<file path="src/length_prefixed_frame_deframer_macros.svh">
// assertion macros used by the deframer parser module
`ifndef LENGTH_PREFIXED_FRAME_DEFRAMER_MACROS_SVH
`define LENGTH_PREFIXED_FRAME_DEFRAMER_MACROS_SVH

// same-cycle implication, checked outside reset
`define LPFD_ASSERT_IMPL(label, clk, rst_n, ante, cons) \
    label: assert property (@(posedge clk) disable iff (!rst_n) (ante) |-> (cons)) \
        else $error("deframer check failed");

// next-cycle implication, checked outside reset
`define LPFD_ASSERT_NEXT(label, clk, rst_n, ante, cons) \
    label: assert property (@(posedge clk) disable iff (!rst_n) (ante) |=> (cons)) \
        else $error("deframer check failed");

`endif

</file>
<file path="src/lpfd_pkg.sv">
package lpfd_pkg;

    // frame parser phases
    typedef enum logic [1:0] {
        PH_HUNT  = 2'd0,
        PH_LEN   = 2'd1,
        PH_BODY  = 2'd2,
        PH_TRAIL = 2'd3
    } phase_t;

    // result kinds
    typedef enum logic [1:0] {
        KIND_BODY      = 2'd0,
        KIND_GOOD      = 2'd1,
        KIND_LEN_ERR   = 2'd2,
        KIND_TRAIL_ERR = 2'd3
    } kind_t;

    localparam logic [30:0] MAX_BODY_RESET = 31'd1048576;

    // one result item plus its valid flag
    typedef struct packed {
        logic        valid;
        kind_t       kind;
        logic [7:0]  data;
        logic        last_body;
        logic [30:0] frame_length;
    } result_t;

    // header pattern 01 17 17 01
    function automatic logic [7:0] hdr_byte(input logic [1:0] idx);
        logic [7:0] b;
        case (idx)
            2'd0:    b = 8'h01;
            2'd1:    b = 8'h17;
            2'd2:    b = 8'h17;
            2'd3:    b = 8'h01;
            default: b = 8'h01;
        endcase
        return b;
    endfunction

    // trailer pattern 04 17 17 04
    function automatic logic [7:0] trl_byte(input logic [1:0] idx);
        logic [7:0] b;
        case (idx)
            2'd0:    b = 8'h04;
            2'd1:    b = 8'h17;
            2'd2:    b = 8'h17;
            2'd3:    b = 8'h04;
            default: b = 8'h04;
        endcase
        return b;
    endfunction

endpackage

</file>
<file path="src/lpfd_in_stage.sv">
module lpfd_in_stage
(
    input  logic       clk,
    input  logic       rst_n,
    input  logic       in_valid,
    output logic       in_stall,
    input  logic [7:0] rx_byte,
    input  logic       advance,
    output logic       byte_valid,
    output logic [7:0] byte_data
);

    logic       vld_reg;
    logic       vld_next;
    logic [7:0] byte_reg;
    logic       accept;

    // hold off only when the held byte cannot move on this cycle
    assign in_stall = vld_reg && !advance;
    assign accept   = in_valid && !in_stall;

    always_comb
    begin
        if (accept)
        begin
            vld_next = 1'b1;
        end
        else if (advance)
        begin
            vld_next = 1'b0;
        end
        else
        begin
            vld_next = vld_reg;
        end
    end

    // valid flag
    always_ff @(posedge clk or negedge rst_n)
    begin
        if (!rst_n)
        begin
            vld_reg <= 1'b0;
        end
        else
        begin
            vld_reg <= vld_next;
        end
    end

    // byte register, loaded on every input transfer
    always_ff @(posedge clk)
    begin
        if (accept)
        begin
            byte_reg <= rx_byte;
        end
    end

    assign byte_valid = vld_reg;
    assign byte_data  = byte_reg;

endmodule

</file>
<file path="src/lpfd_parser.sv">
`include "length_prefixed_frame_deframer_macros.svh"

module lpfd_parser
(
    input  logic            clk,
    input  logic            rst_n,
    input  logic            step,
    input  logic [7:0]      byte_data,
    input  logic [30:0]     max_len,
    output lpfd_pkg::result_t res
);

    lpfd_pkg::phase_t  phase_reg;
    lpfd_pkg::phase_t  phase_next;
    logic [1:0]        match_reg;
    logic [1:0]        match_next;
    logic [31:0]       len_reg;
    logic [31:0]       len_next;
    logic [30:0]       remain_reg;
    logic [30:0]       remain_next;
    logic [31:0]       len_full;
    logic              len_bad;
    logic              in_body;
    logic              body_more;
    logic              last_out;
    logic              len_err_out;
    logic              trail_start;
    logic              hunt_clear;

    // length as complete once the fourth byte arrives
    assign len_full = {byte_data, len_reg[23:0]};
    assign len_bad  = (len_full == 32'd0) || len_full[31] || (len_full[30:0] > max_len);

    // next state and result for one byte
    always_comb
    begin
        phase_next  = phase_reg;
        match_next  = match_reg;
        len_next    = len_reg;
        remain_next = remain_reg;

        res.valid        = 1'b0;
        res.kind         = lpfd_pkg::KIND_BODY;
        res.data         = 8'd0;
        res.last_body    = 1'b0;
        res.frame_length = len_reg[30:0];

        case (phase_reg)
            lpfd_pkg::PH_HUNT:
            begin
                if (byte_data == lpfd_pkg::hdr_byte(match_reg))
                begin
                    if (match_reg == 2'd3)
                    begin
                        phase_next = lpfd_pkg::PH_LEN;
                        match_next = 2'd0;
                        len_next   = 32'd0;
                    end
                    else
                    begin
                        match_next = match_reg + 2'd1;
                    end
                end
                else if (byte_data == lpfd_pkg::hdr_byte(2'd0))
                begin
                    match_next = 2'd1;
                end
                else
                begin
                    match_next = 2'd0;
                end
            end

            lpfd_pkg::PH_LEN:
            begin
                case (match_reg)
                    2'd0:    len_next = {len_reg[31:8], byte_data};
                    2'd1:    len_next = {len_reg[31:16], byte_data, len_reg[7:0]};
                    2'd2:    len_next = {len_reg[31:24], byte_data, len_reg[15:0]};
                    default: len_next = len_full;
                endcase
                if (match_reg != 2'd3)
                begin
                    match_next = match_reg + 2'd1;
                end
                else
                begin
                    match_next = 2'd0;
                    if (len_bad)
                    begin
                        phase_next       = lpfd_pkg::PH_HUNT;
                        len_next         = 32'd0;
                        remain_next      = 31'd0;
                        res.valid        = 1'b1;
                        res.kind         = lpfd_pkg::KIND_LEN_ERR;
                        res.frame_length = 31'd0;
                    end
                    else
                    begin
                        remain_next = len_full[30:0];
                        phase_next  = lpfd_pkg::PH_BODY;
                    end
                end
            end

            lpfd_pkg::PH_BODY:
            begin
                res.valid = 1'b1;
                res.kind  = lpfd_pkg::KIND_BODY;
                res.data  = byte_data;
                if (remain_reg <= 31'd1)
                begin
                    res.last_body = 1'b1;
                    remain_next   = 31'd0;
                    phase_next    = lpfd_pkg::PH_TRAIL;
                    match_next    = 2'd0;
                end
                else
                begin
                    remain_next = remain_reg - 31'd1;
                end
            end

            lpfd_pkg::PH_TRAIL:
            begin
                if (byte_data == lpfd_pkg::trl_byte(match_reg))
                begin
                    if (match_reg == 2'd3)
                    begin
                        phase_next = lpfd_pkg::PH_HUNT;
                        match_next = 2'd0;
                        res.valid  = 1'b1;
                        res.kind   = lpfd_pkg::KIND_GOOD;
                    end
                    else
                    begin
                        match_next = match_reg + 2'd1;
                    end
                end
                else
                begin
                    phase_next = lpfd_pkg::PH_HUNT;
                    match_next = 2'd0;
                    res.valid  = 1'b1;
                    res.kind   = lpfd_pkg::KIND_TRAIL_ERR;
                end
            end

            default:
            begin
                phase_next = lpfd_pkg::PH_HUNT;
                match_next = 2'd0;
            end
        endcase
    end

    // parser state, updated once per byte
    always_ff @(posedge clk or negedge rst_n)
    begin
        if (!rst_n)
        begin
            phase_reg  <= lpfd_pkg::PH_HUNT;
            match_reg  <= 2'd0;
            len_reg    <= 32'd0;
            remain_reg <= 31'd0;
        end
        else if (step)
        begin
            phase_reg  <= phase_next;
            match_reg  <= match_next;
            len_reg    <= len_next;
            remain_reg <= remain_next;
        end
    end

    // conditions watched by the checks below
    assign in_body     = (phase_reg == lpfd_pkg::PH_BODY);
    assign body_more   = step && in_body && (remain_reg > 31'd1);
    assign last_out    = step && res.valid && res.last_body;
    assign len_err_out = step && res.valid && (res.kind == lpfd_pkg::KIND_LEN_ERR);
    assign trail_start = (phase_reg == lpfd_pkg::PH_TRAIL) && (match_reg == 2'd0);
    assign hunt_clear  = (phase_reg == lpfd_pkg::PH_HUNT) && (len_reg == 32'd0);

    // body count never runs dry while still in the body
    `LPFD_ASSERT_IMPL(a_body_remain_nonzero, clk, rst_n, in_body, remain_reg != 31'd0)
    // a body byte with more to come keeps the parser in the body
    `LPFD_ASSERT_NEXT(a_body_continues, clk, rst_n, body_more, in_body)
    // the last body byte hands over to the trailer check
    `LPFD_ASSERT_NEXT(a_last_to_trailer, clk, rst_n, last_out, trail_start)
    // a length error always reports a zero length and restarts hunting
    `LPFD_ASSERT_NEXT(a_len_err_restart, clk, rst_n, len_err_out, hunt_clear)

endmodule

</file>
<file path="src/lpfd_out_stage.sv">
module lpfd_out_stage
(
    input  logic              clk,
    input  logic              rst_n,
    input  logic              step,
    input  lpfd_pkg::result_t res,
    input  logic              out_stall,
    output logic              out_free,
    output logic              out_valid,
    output logic [1:0]        kind,
    output logic [7:0]        data,
    output logic              last_body,
    output logic [30:0]       frame_length
);

    logic              vld_reg;
    logic              vld_next;
    logic              load;
    lpfd_pkg::result_t res_reg;

    // result register can take a new result when empty or being drained
    assign out_free = !vld_reg || !out_stall;
    assign load     = step && res.valid;

    always_comb
    begin
        if (load)
        begin
            vld_next = 1'b1;
        end
        else if (vld_reg && !out_stall)
        begin
            vld_next = 1'b0;
        end
        else
        begin
            vld_next = vld_reg;
        end
    end

    // valid flag
    always_ff @(posedge clk or negedge rst_n)
    begin
        if (!rst_n)
        begin
            vld_reg <= 1'b0;
        end
        else
        begin
            vld_reg <= vld_next;
        end
    end

    // result payload
    always_ff @(posedge clk)
    begin
        if (load)
        begin
            res_reg <= res;
        end
    end

    assign out_valid    = vld_reg;
    assign kind         = res_reg.kind;
    assign data         = res_reg.data;
    assign last_body    = res_reg.last_body;
    assign frame_length = res_reg.frame_length;

endmodule

</file>
<file path="src/length_prefixed_frame_deframer.sv">
// Length-prefixed frame deframer. Takes one received byte per transfer and
// hunts for the header 01 17 17 01, reads a 4-byte little-endian signed body
// length, streams the body bytes out with the last one marked, then checks the
// trailer 04 17 17 04. Results are body bytes, frame good, length error (length
// not positive or above max_body_length) or trailer error; both errors restart
// hunting. A byte is accepted every cycle as long as the result register is not
// held by out_stall; each byte waits in the input register, then the parser
// loads its result into the result register, which drives the outputs. The
// parser state updates once per byte. max_body_length resets to 1048576 and is
// written through the cfg_valid / cfg_ready transfer; the user must write
// it only while idle, as the block itself does not enforce this.
module length_prefixed_frame_deframer
(
    input  logic        clk,
    input  logic        rst_n,
    input  logic        in_valid,
    output logic        in_stall,
    input  logic [7:0]  rx_byte,
    output logic        out_valid,
    input  logic        out_stall,
    output logic [1:0]  kind,
    output logic [7:0]  data,
    output logic        last_body,
    output logic [30:0] frame_length,
    input  logic        cfg_valid,
    output logic        cfg_ready,
    input  logic [30:0] max_body_length
);

    logic              byte_valid;
    logic [7:0]        byte_data;
    logic              out_free;
    logic              step;
    logic [30:0]       max_len_reg;
    lpfd_pkg::result_t res;

    // held byte moves through the parser when the result side has room
    assign step      = byte_valid && out_free;
    assign cfg_ready = 1'b1;

    // length limit register
    always_ff @(posedge clk or negedge rst_n)
    begin
        if (!rst_n)
        begin
            max_len_reg <= lpfd_pkg::MAX_BODY_RESET;
        end
        else if (cfg_valid && cfg_ready)
        begin
            max_len_reg <= max_body_length;
        end
    end

    lpfd_in_stage u_in_stage
    (
        .clk        (clk),
        .rst_n      (rst_n),
        .in_valid   (in_valid),
        .in_stall   (in_stall),
        .rx_byte    (rx_byte),
        .advance    (step),
        .byte_valid (byte_valid),
        .byte_data  (byte_data)
    );

    lpfd_parser u_parser
    (
        .clk       (clk),
        .rst_n     (rst_n),
        .step      (step),
        .byte_data (byte_data),
        .max_len   (max_len_reg),
        .res       (res)
    );

    lpfd_out_stage u_out_stage
    (
        .clk          (clk),
        .rst_n        (rst_n),
        .step         (step),
        .res          (res),
        .out_stall    (out_stall),
        .out_free     (out_free),
        .out_valid    (out_valid),
        .kind         (kind),
        .data         (data),
        .last_body    (last_body),
        .frame_length (frame_length)
    );

endmodule
</file>
<file path="config.mk">
export PLATFORM = sky130hd
export DESIGN_NAME = length_prefixed_frame_deframer
export DESIGN_NICKNAME = d
export VERILOG_FILES = /design/src/lpfd_pkg.sv /design/src/lpfd_in_stage.sv /design/src/lpfd_parser.sv /design/src/lpfd_out_stage.sv /design/src/length_prefixed_frame_deframer.sv
export VERILOG_INCLUDE_DIRS = /design/src /design/src/src
export SDC_FILE = /design/constraint.sdc
export NUM_CORES = 1
export LEC_CHECK = 0
export BUFFER_PORTS_ARGS = -buffer_cell sky130_fd_sc_hd__clkbuf_2
export CORE_MARGIN = 4
export CORE_UTILIZATION = 53
export CTS_CLUSTER_DIAMETER = 40
export DETAILED_ROUTE_END_ITERATION = 10
export HOLD_SLACK_MARGIN = 0.06
export PLACE_DENSITY = 0.73
export SYNTH_ARGS = -nofsm -noshare
export SYNTH_HDL_FRONTEND = slang
export SYNTH_SLANG_ARGS = --single-unit
</file>
<file path="constraint.sdc">
create_clock -name clk -period 5.4 [get_ports clk]
set_clock_uncertainty 0.05 [all_clocks]
set_input_delay 0.54 -clock clk [delete_from_list [all_inputs] [get_ports clk]]
set_output_delay 0.54 -clock clk [all_outputs]
set_load 0.05 [all_outputs]
</file>
==> impl_metrics.csv, run 1 <==
group,metric,value,unit
power_and_ir_drop,combPwrFrac,34.9,%
timing,hold-worst-slack,231.9,ps
logic_synthesis,synth_cell_types,66,
floorplan,num_io_pins,89,
power_and_ir_drop,ir_drop,0.2631,mV
global_route,grt_pass1_wl,31710,um
place,place_area,8157,um2
logic_synthesis,ys.flop_type,"dfrtp_1",
cts,clk_latency,430,ps
timing,fin_tns_setup,0,ps
global_route,grt_pass1_vias,6421,
cells_and_area,finalNetCount,929,
timing,tightest_slew,1376,ps
cells_and_area,fin_area,8786,um2
timing,clock.fmax,0.2574,GHz
global_route,overflow,0,
detailed_routing,dr.pass1.iters,6,
setup_path,cp.arrival,4170,ps
run,cap_violations,0,
cts,clockBufferDepth,2,
cts,clk_pin_slew,60,ps
detailed_routing,drt-total-wl,19370,um
power_and_ir_drop,p_leak,3.812,nW
setup_path,crit_path_end_kind,"flop",
setup_path,path_cells,"ha_1 -> a21o_1 -> nand3_1 -> a21oi_1 -> o41ai_1 -> nand4_1 -> buf_4 -> o221ai_1",
power_and_ir_drop,p_seq_share,37.6,%
cells_and_area,num_antenna_cells,0,
power_and_ir_drop,clkPwrFrac,27.4,%
place,portBuffers,87,
detailed_routing,via_per_inst,6.075,
setup_path,cp.required,5680,ps
power_and_ir_drop,p_per_area,522.1,nW/um2
place,dpl.hpwl,13730,um
cells_and_area,layoutNonFillerInstCount,1041,
floorplan,design.die.area,16290,um2
setup_path,path_class,"flop to flop",
status,status,"completed",
floorplan,die_w,127.6,um
logic_synthesis,synth_nets,854,
floorplan,die_y,127.6,um
logic_synthesis,ys_seq_area_share,52.48,%
hold_path,hold_path_class,"input port to flop",
logic_synthesis,avgSynthCellArea,9.811,um2
timing,period_share,71.94,%
logic_synthesis,ys_ff_latch,149,
timing,final_max_slew_viol_count,0,
detailed_routing,ant_nets,0,
setup_path,r2r_setup_slack,1510,ps
floorplan,row_count,43,
timing,hold_viol_final,0,
global_route,gr-usage-all-layers,24.60,%
cts,cts_made_buffers,17,
cts,cts_sinks,149,
detailed_routing,wl_per_cell,18.61,um
logic_synthesis,syn_area,7584,um2
setup_path,cp_num_buf_inv,1,
floorplan,fp.coreArea,13930,um2
timing,period_needed,3885,ps
detailed_routing,drc,0,
global_route,grt_max_degree,68,
logic_synthesis,async_flop_share,66.44,%
cells_and_area,final_layout_size_suffix_gt1_share,17.07,%
cells_and_area,postLayoutCoreUtil,63.05,%
timing,slew_headroom,7.450,%
floorplan,initial_core_util,54.42,%
cts,htreeDepth,4,
setup_path,crit_path_max_fanout,22,
cts,clockRootBuffer,"clkbuf_16",
timing,rsz0062_at_grt,"no",
cts,tritoncts,"yes",
logic_synthesis,synth_edf_count,50,
detailed_routing,vias,6324,
power_and_ir_drop,switchingPower,0.001875,W
logic_synthesis,synth_cells,773,
setup_path,start_kind,"flop",
setup_path,cpPeakStageDelay,930,ps
detailed_routing,drtIter0Drc,929,
place,finalWeightedCongestion,0.9383,
power_and_ir_drop,intPower,0.002713,W
setup_path,crit_family,"compound AO/OA/AOI/OAI gates",
power_and_ir_drop,switching_share,40.86,%
place,dp.cells,1008,
logic_synthesis,yosys_warnings,0,
cells_and_area,area_growth,15.86,%
timing,setup_viol,0,
global_route,antenna_found_initial,0,
setup_path,cp_slowest_cell,"o41ai_1",
## worst reg2reg max path, cell delays in order, from the launching register on
cell and delay [ps]:
edfxtp_1 570, ha_1 390, a21o_1 170, nand3_1 80, a21oi_1 60, o41ai_1 930
nand4_1 840, buf_4 490, o221ai_1 220
## metrics by stage
| stage | total power [W] | worst slack (ps) |
|---|---|---|
| global route | 0.004856 | 1219 |
| floorplan | 0.002835 | 970.9 |
| detailed placement | 0.003301 | 1639 |
| CTS | 0.004565 | 1583 |
| finish | 0.004587 | 1515 |
| global placement | 0.003217 | 1731 |
## cell type report
| type | instances | area (um2) |
|---|---|---|
| clock buffers | 17 | 425.4 |
| clock inverters | 15 | 193.9 |
| fillers | 1156 | 5149 |
| inverters | 70 | 262.8 |
| multi-input cells | 515 | 3198 |
| flip-flops and latches | 149 | 3980 |
| well taps | 180 | 225.2 |
| repair buffers | 95 | 500.5 |
## synth_stat cells, types with 5 or more instances
| library cell | count | area [um2] |
|---|---|---|
| nor3_1 | 18 | 90.09 |
| a21oi_1 | 36 | 180.2 |
| a31oi_1 | 5 | 31.28 |
| nor2_1 | 52 | 195.2 |
| or4_1 | 5 | 37.54 |
| nor2b_1 | 7 | 43.79 |
| edfxtp_1 | 50 | 1501 |
| o21ai_0 | 97 | 485.5 |
| or3_1 | 10 | 62.56 |
| a21o_1 | 5 | 37.54 |
| a22oi_1 | 28 | 210.2 |
| clkbuf_1 | 26 | 97.59 |
| nand3_1 | 36 | 180.2 |
| inv_1 | 70 | 262.8 |
| nor4_1 | 22 | 137.6 |
| nand4_1 | 10 | 62.56 |
| nand2_1 | 68 | 255.2 |
| o21ai_1 | 6 | 30.03 |
| o221ai_1 | 8 | 70.07 |
| o211ai_1 | 6 | 45.04 |
| buf_1 | 6 | 22.52 |
| ha_1 | 37 | 462.9 |
| dfrtp_1 | 98 | 2452 |
## metal layers
metal,track usage (%),up-vias,part of all wire (%)
li1,-,2963,-
met1,32.09,3049,43
met2,39.30,257,48
met3,4.808,55,6.0
met4,12.61,0,3.5
met5,0,-,0
## timing repair
item                                   4_1_cts  5_1_grt
endpoints found under the hold margin       32        0
buffers inserted                             0        0
gates resized for setup                      0        0
hold buffers                                 1        0
## cell usage in the layout (no fill, tap or decap), types with 3 or more instances in the layout
cell / count
o221ai_1: 8
ha_1: 37
o211ai_1: 6
a22oi_1: 28
nand2b_1: 3
a21oi_1: 36
inv_6: 6
and4_1: 3
edfxtp_1: 50
clkbuf_2: 86
nor3_1: 18
a31oi_1: 3
clkbuf_16: 17
nand2_1: 68
or3_1: 10
or4_1: 5
nand3_1: 36
inv_1: 70
o21ai_1: 6
bufinv_16: 3
nor2b_1: 7
a2bb2oi_1: 3
a21o_1: 5
nand4_1: 10
a31o_2: 3
o21ai_0: 97
nor4_1: 22
dfrtp_1: 98
nand3b_1: 3
buf_4: 8
nor2_1: 52
## kinds of logic (layout without fill, tap and decap cells)
family / after synthesis / after routing / synth area share (%)
buffers and inverters: 109 / 197 / 5.741
AO/OA/AOI/OAI: 221 / 221 / 18.10
adder cells (fa/ha/maj): 37 / 37 / 6.105
other: 1 / 1 / 0.04945
flip-flops: 149 / 149 / 52.48
AND/OR/NAND/NOR: 253 / 253 / 17.11
multiplexers: 3 / 3 / 0.4125
## worst paths after layout
| kind | startpoint | end | cells after the start |
|---|---|---|---|
| worst max register to register | u_in_stage.byte_data[0] | u_parser.remain_reg[22] | 8 |
| max in group asynchronous | rst_n | max_len_reg[29] | 3 |
| min in group asynchronous | rst_n | u_parser.remain_reg[17] | 2 |
| worst min register to register | u_parser.len_reg[25] | u_parser.len_reg[25] | 2 |
| worst min-delay path | rx_byte[2] | u_in_stage.byte_data[2] | 1 |
| worst max-delay path | u_in_stage.byte_data[0] | u_parser.remain_reg[22] | 8 |
## power by group through the flow
| stage | clock network, W | logic [W] | registers, W |
|---|---|---|---|
| after floorplan | 0 | 0.00111 | 0.00172 |
| after global placement | 0 | 0.00150 | 0.00172 |
| after detailed placement | 0 | 0.00157 | 0.00173 |
| after CTS | 0.00126 | 0.00159 | 0.00171 |
| after global routing | 0.00132 | 0.00178 | 0.00176 |
| final | 0.00126 | 0.00160 | 0.00173 |
Power figures use the tool's default switching activity.
==> run 2, diff against run 1 <==
CORE_UTILIZATION = 55   (was 53)
clock period = 3.6 ns   (was 5.4 ns; I/O delays follow)
==> run 2 against run 1 <==
  * Register-to-register slack lost 1100 ps
  * Combinational power grew 56%
  * Final area grew 1.7%
  * Global-route usage grew 0.51 points
  * Cell count grew 1.4%
  * Non-clock buffer count grew 19
  * First-iteration DRC count shrank 8.9%
  * Count of clock-buffer cells in the layout grew 7
  * Critical path depth is the same
  * Flip-flop and latch count is the same
  * Sequential share of layout area shrank 0.76 points
  * Wire length grew 1.3%
  * Highest routed layer unchanged
==> impl_metrics.csv, run 2 (synthesis results as in run 1) <==
group,metric,value,unit
timing,final_max_slew_viol_count,0,
setup_path,path_cells,"inv_1 -> ha_1 -> and4_1 -> o2111a_1 -> o21ai_2 -> nor4b_2 -> a22oi_1 -> o21ai_0",
power_and_ir_drop,ir_drop,0.3618,mV
global_route,overflow,0,
cts,clockBufferDepth,2,
timing,tightest_slew,1226,ps
timing,slew_headroom,18.24,%
detailed_routing,dr.pass1.iters,7,
cells_and_area,fin_area,8936,um2
cts,cts_sinks,149,
setup_path,crit_family,"compound AO/OA/AOI/OAI gates",
timing,period_needed,3145,ps
setup_path,crit_path_end_kind,"flop",
global_route,grt_pass1_vias,6161,
timing,fin_tns_setup,0,ps
global_route,grt_pass1_wl,31680,um
setup_path,path_class,"flop to flop",
timing,period_share,87.37,%
setup_path,cp.required,3850,ps
cts,clk_pin_slew,60,ps
floorplan,num_io_pins,89,
cts,clk_latency,430,ps
floorplan,fp.coreArea,13350,um2
cts,cts_setup_buffers,0,
cells_and_area,area_growth,17.84,%
cells_and_area,num_antenna_cells,0,
hold_path,hold_path_class,"input port to asynchronous set/reset pin",
cells_and_area,final_cell_mix,"dfrtp_1, o21ai_0, clkbuf_2",
floorplan,row_count,42,
floorplan,initial_core_util,56.81,%
place,finalWeightedCongestion,0.8973,
cts,postCtsResizedCells,0,
floorplan,die_w,125.4,um
cts,tritoncts,"yes",
timing,setup_viol,0,
power_and_ir_drop,p_per_area,770.8,nW/um2
global_route,antenna_found_initial,0,
place,portBuffers,87,
detailed_routing,ant_nets,0,
detailed_routing,vias,6376,
detailed_routing,drc,0,
run,cap_violations,0,
setup_path,cpPeakStageDelay,930,ps
detailed_routing,via_per_inst,6.038,
status,status,"completed",
detailed_routing,drt-total-wl,19620,um
setup_path,cp_num_buf_inv,1,
cells_and_area,layoutNonFillerInstCount,1056,
power_and_ir_drop,p_leak,3.892,nW
floorplan,die_y,125.4,um
timing,hold_viol_final,0,
place,dpl.hpwl,13670,um
floorplan,design.die.area,15730,um2
timing,clock.fmax,0.3179,GHz
cts,cts_made_buffers,17,
cells_and_area,final_common_cell,"dfrtp_1",
timing,hold-worst-slack,26.87,ps
setup_path,start_kind,"flop",
detailed_routing,drtIter0Drc,846,
detailed_routing,wl_per_cell,18.58,um
cts,cts_hold_buf,7,
place,place_area,8262,um2
cts,htreeDepth,4,
cts,clockRootBuffer,"clkbuf_16",
cells_and_area,final_layout_size_suffix_gt1_share,17.61,%
setup_path,crit_path_max_fanout,28,
timing,rsz0062_at_grt,"no",
cells_and_area,postLayoutCoreUtil,66.95,%
cells_and_area,finalNetCount,948,
setup_path,cp.arrival,3390,ps
place,dp.cells,1017,
global_route,grt_max_degree,77,
setup_path,cp_slowest_cell,"o21ai_2",
global_route,gr-usage-all-layers,25.11,%
run 2: power by group:
part | internal [W] | switching, W | leakage (nW)
clock | 0.00114 | 0.000683 | 0.288
sequential | 0.00216 | 0.000404 | 1.73
combinational | 0.000863 | 0.00163 | 1.87
total | 0.00417 | 0.00272 | 3.89
run 2: layout make-up:
type	count	area [um2]
clock inverters	8	122.6
inverters	70	262.8
fillers	1087	4412
well taps	176	220.2
repair buffers	114	670.6
flip-flops and latches	149	3980
multi-input cells	515	3198
clock buffers	24	481.7
run 2: through the flow:
step | setup slack [ps] | power, W
after global routing | 242.9 | 0.007295
after global placement | 611.4 | 0.004930
after detailed placement | 496.8 | 0.005025
final | 454.8 | 0.006888
after floorplan | 34.21 | 0.004261
after CTS | 479.6 | 0.006868
run 2: worst reg2reg max path, stage by stage (launching register included):
cell and delay (ps):
dfrtp_1 420, inv_1 110, ha_1 350, and4_1 240, o2111a_1 280, o21ai_2 930
nor4b_2 290, a22oi_1 230, o21ai_0 120
run 2: path summary, 6_finish.rpt:
check / startpoint / end / slack, ps / cells after the start
max: u_parser.match_reg[0] / u_parser.len_reg[20] / 450 / 8
min: rst_n / u_parser.remain_reg[22] / 30 / 1
max reg2reg: u_parser.match_reg[0] / u_parser.len_reg[20] / 450 / 8
min reg2reg: u_parser.len_reg[27] / u_parser.len_reg[27] / 440 / 2
max in group asynchronous: rst_n / max_len_reg[20] / 2620 / 2
min in group clk: rx_byte[5] / u_in_stage.byte_data[5] / 80 / 1
run 2: routing by layer:
| metal | GRT usage, % | part of all wire [%] | vias up |
|---|---|---|---|
| met4 | 10.59 | 2.8 | 0 |
| met5 | 0 | 0 | - |
| li1 | - | - | 3004 |
| met3 | 5.416 | 6.9 | 51 |
| met1 | 32.86 | 42 | 3046 |
| met2 | 40.69 | 49 | 275 |
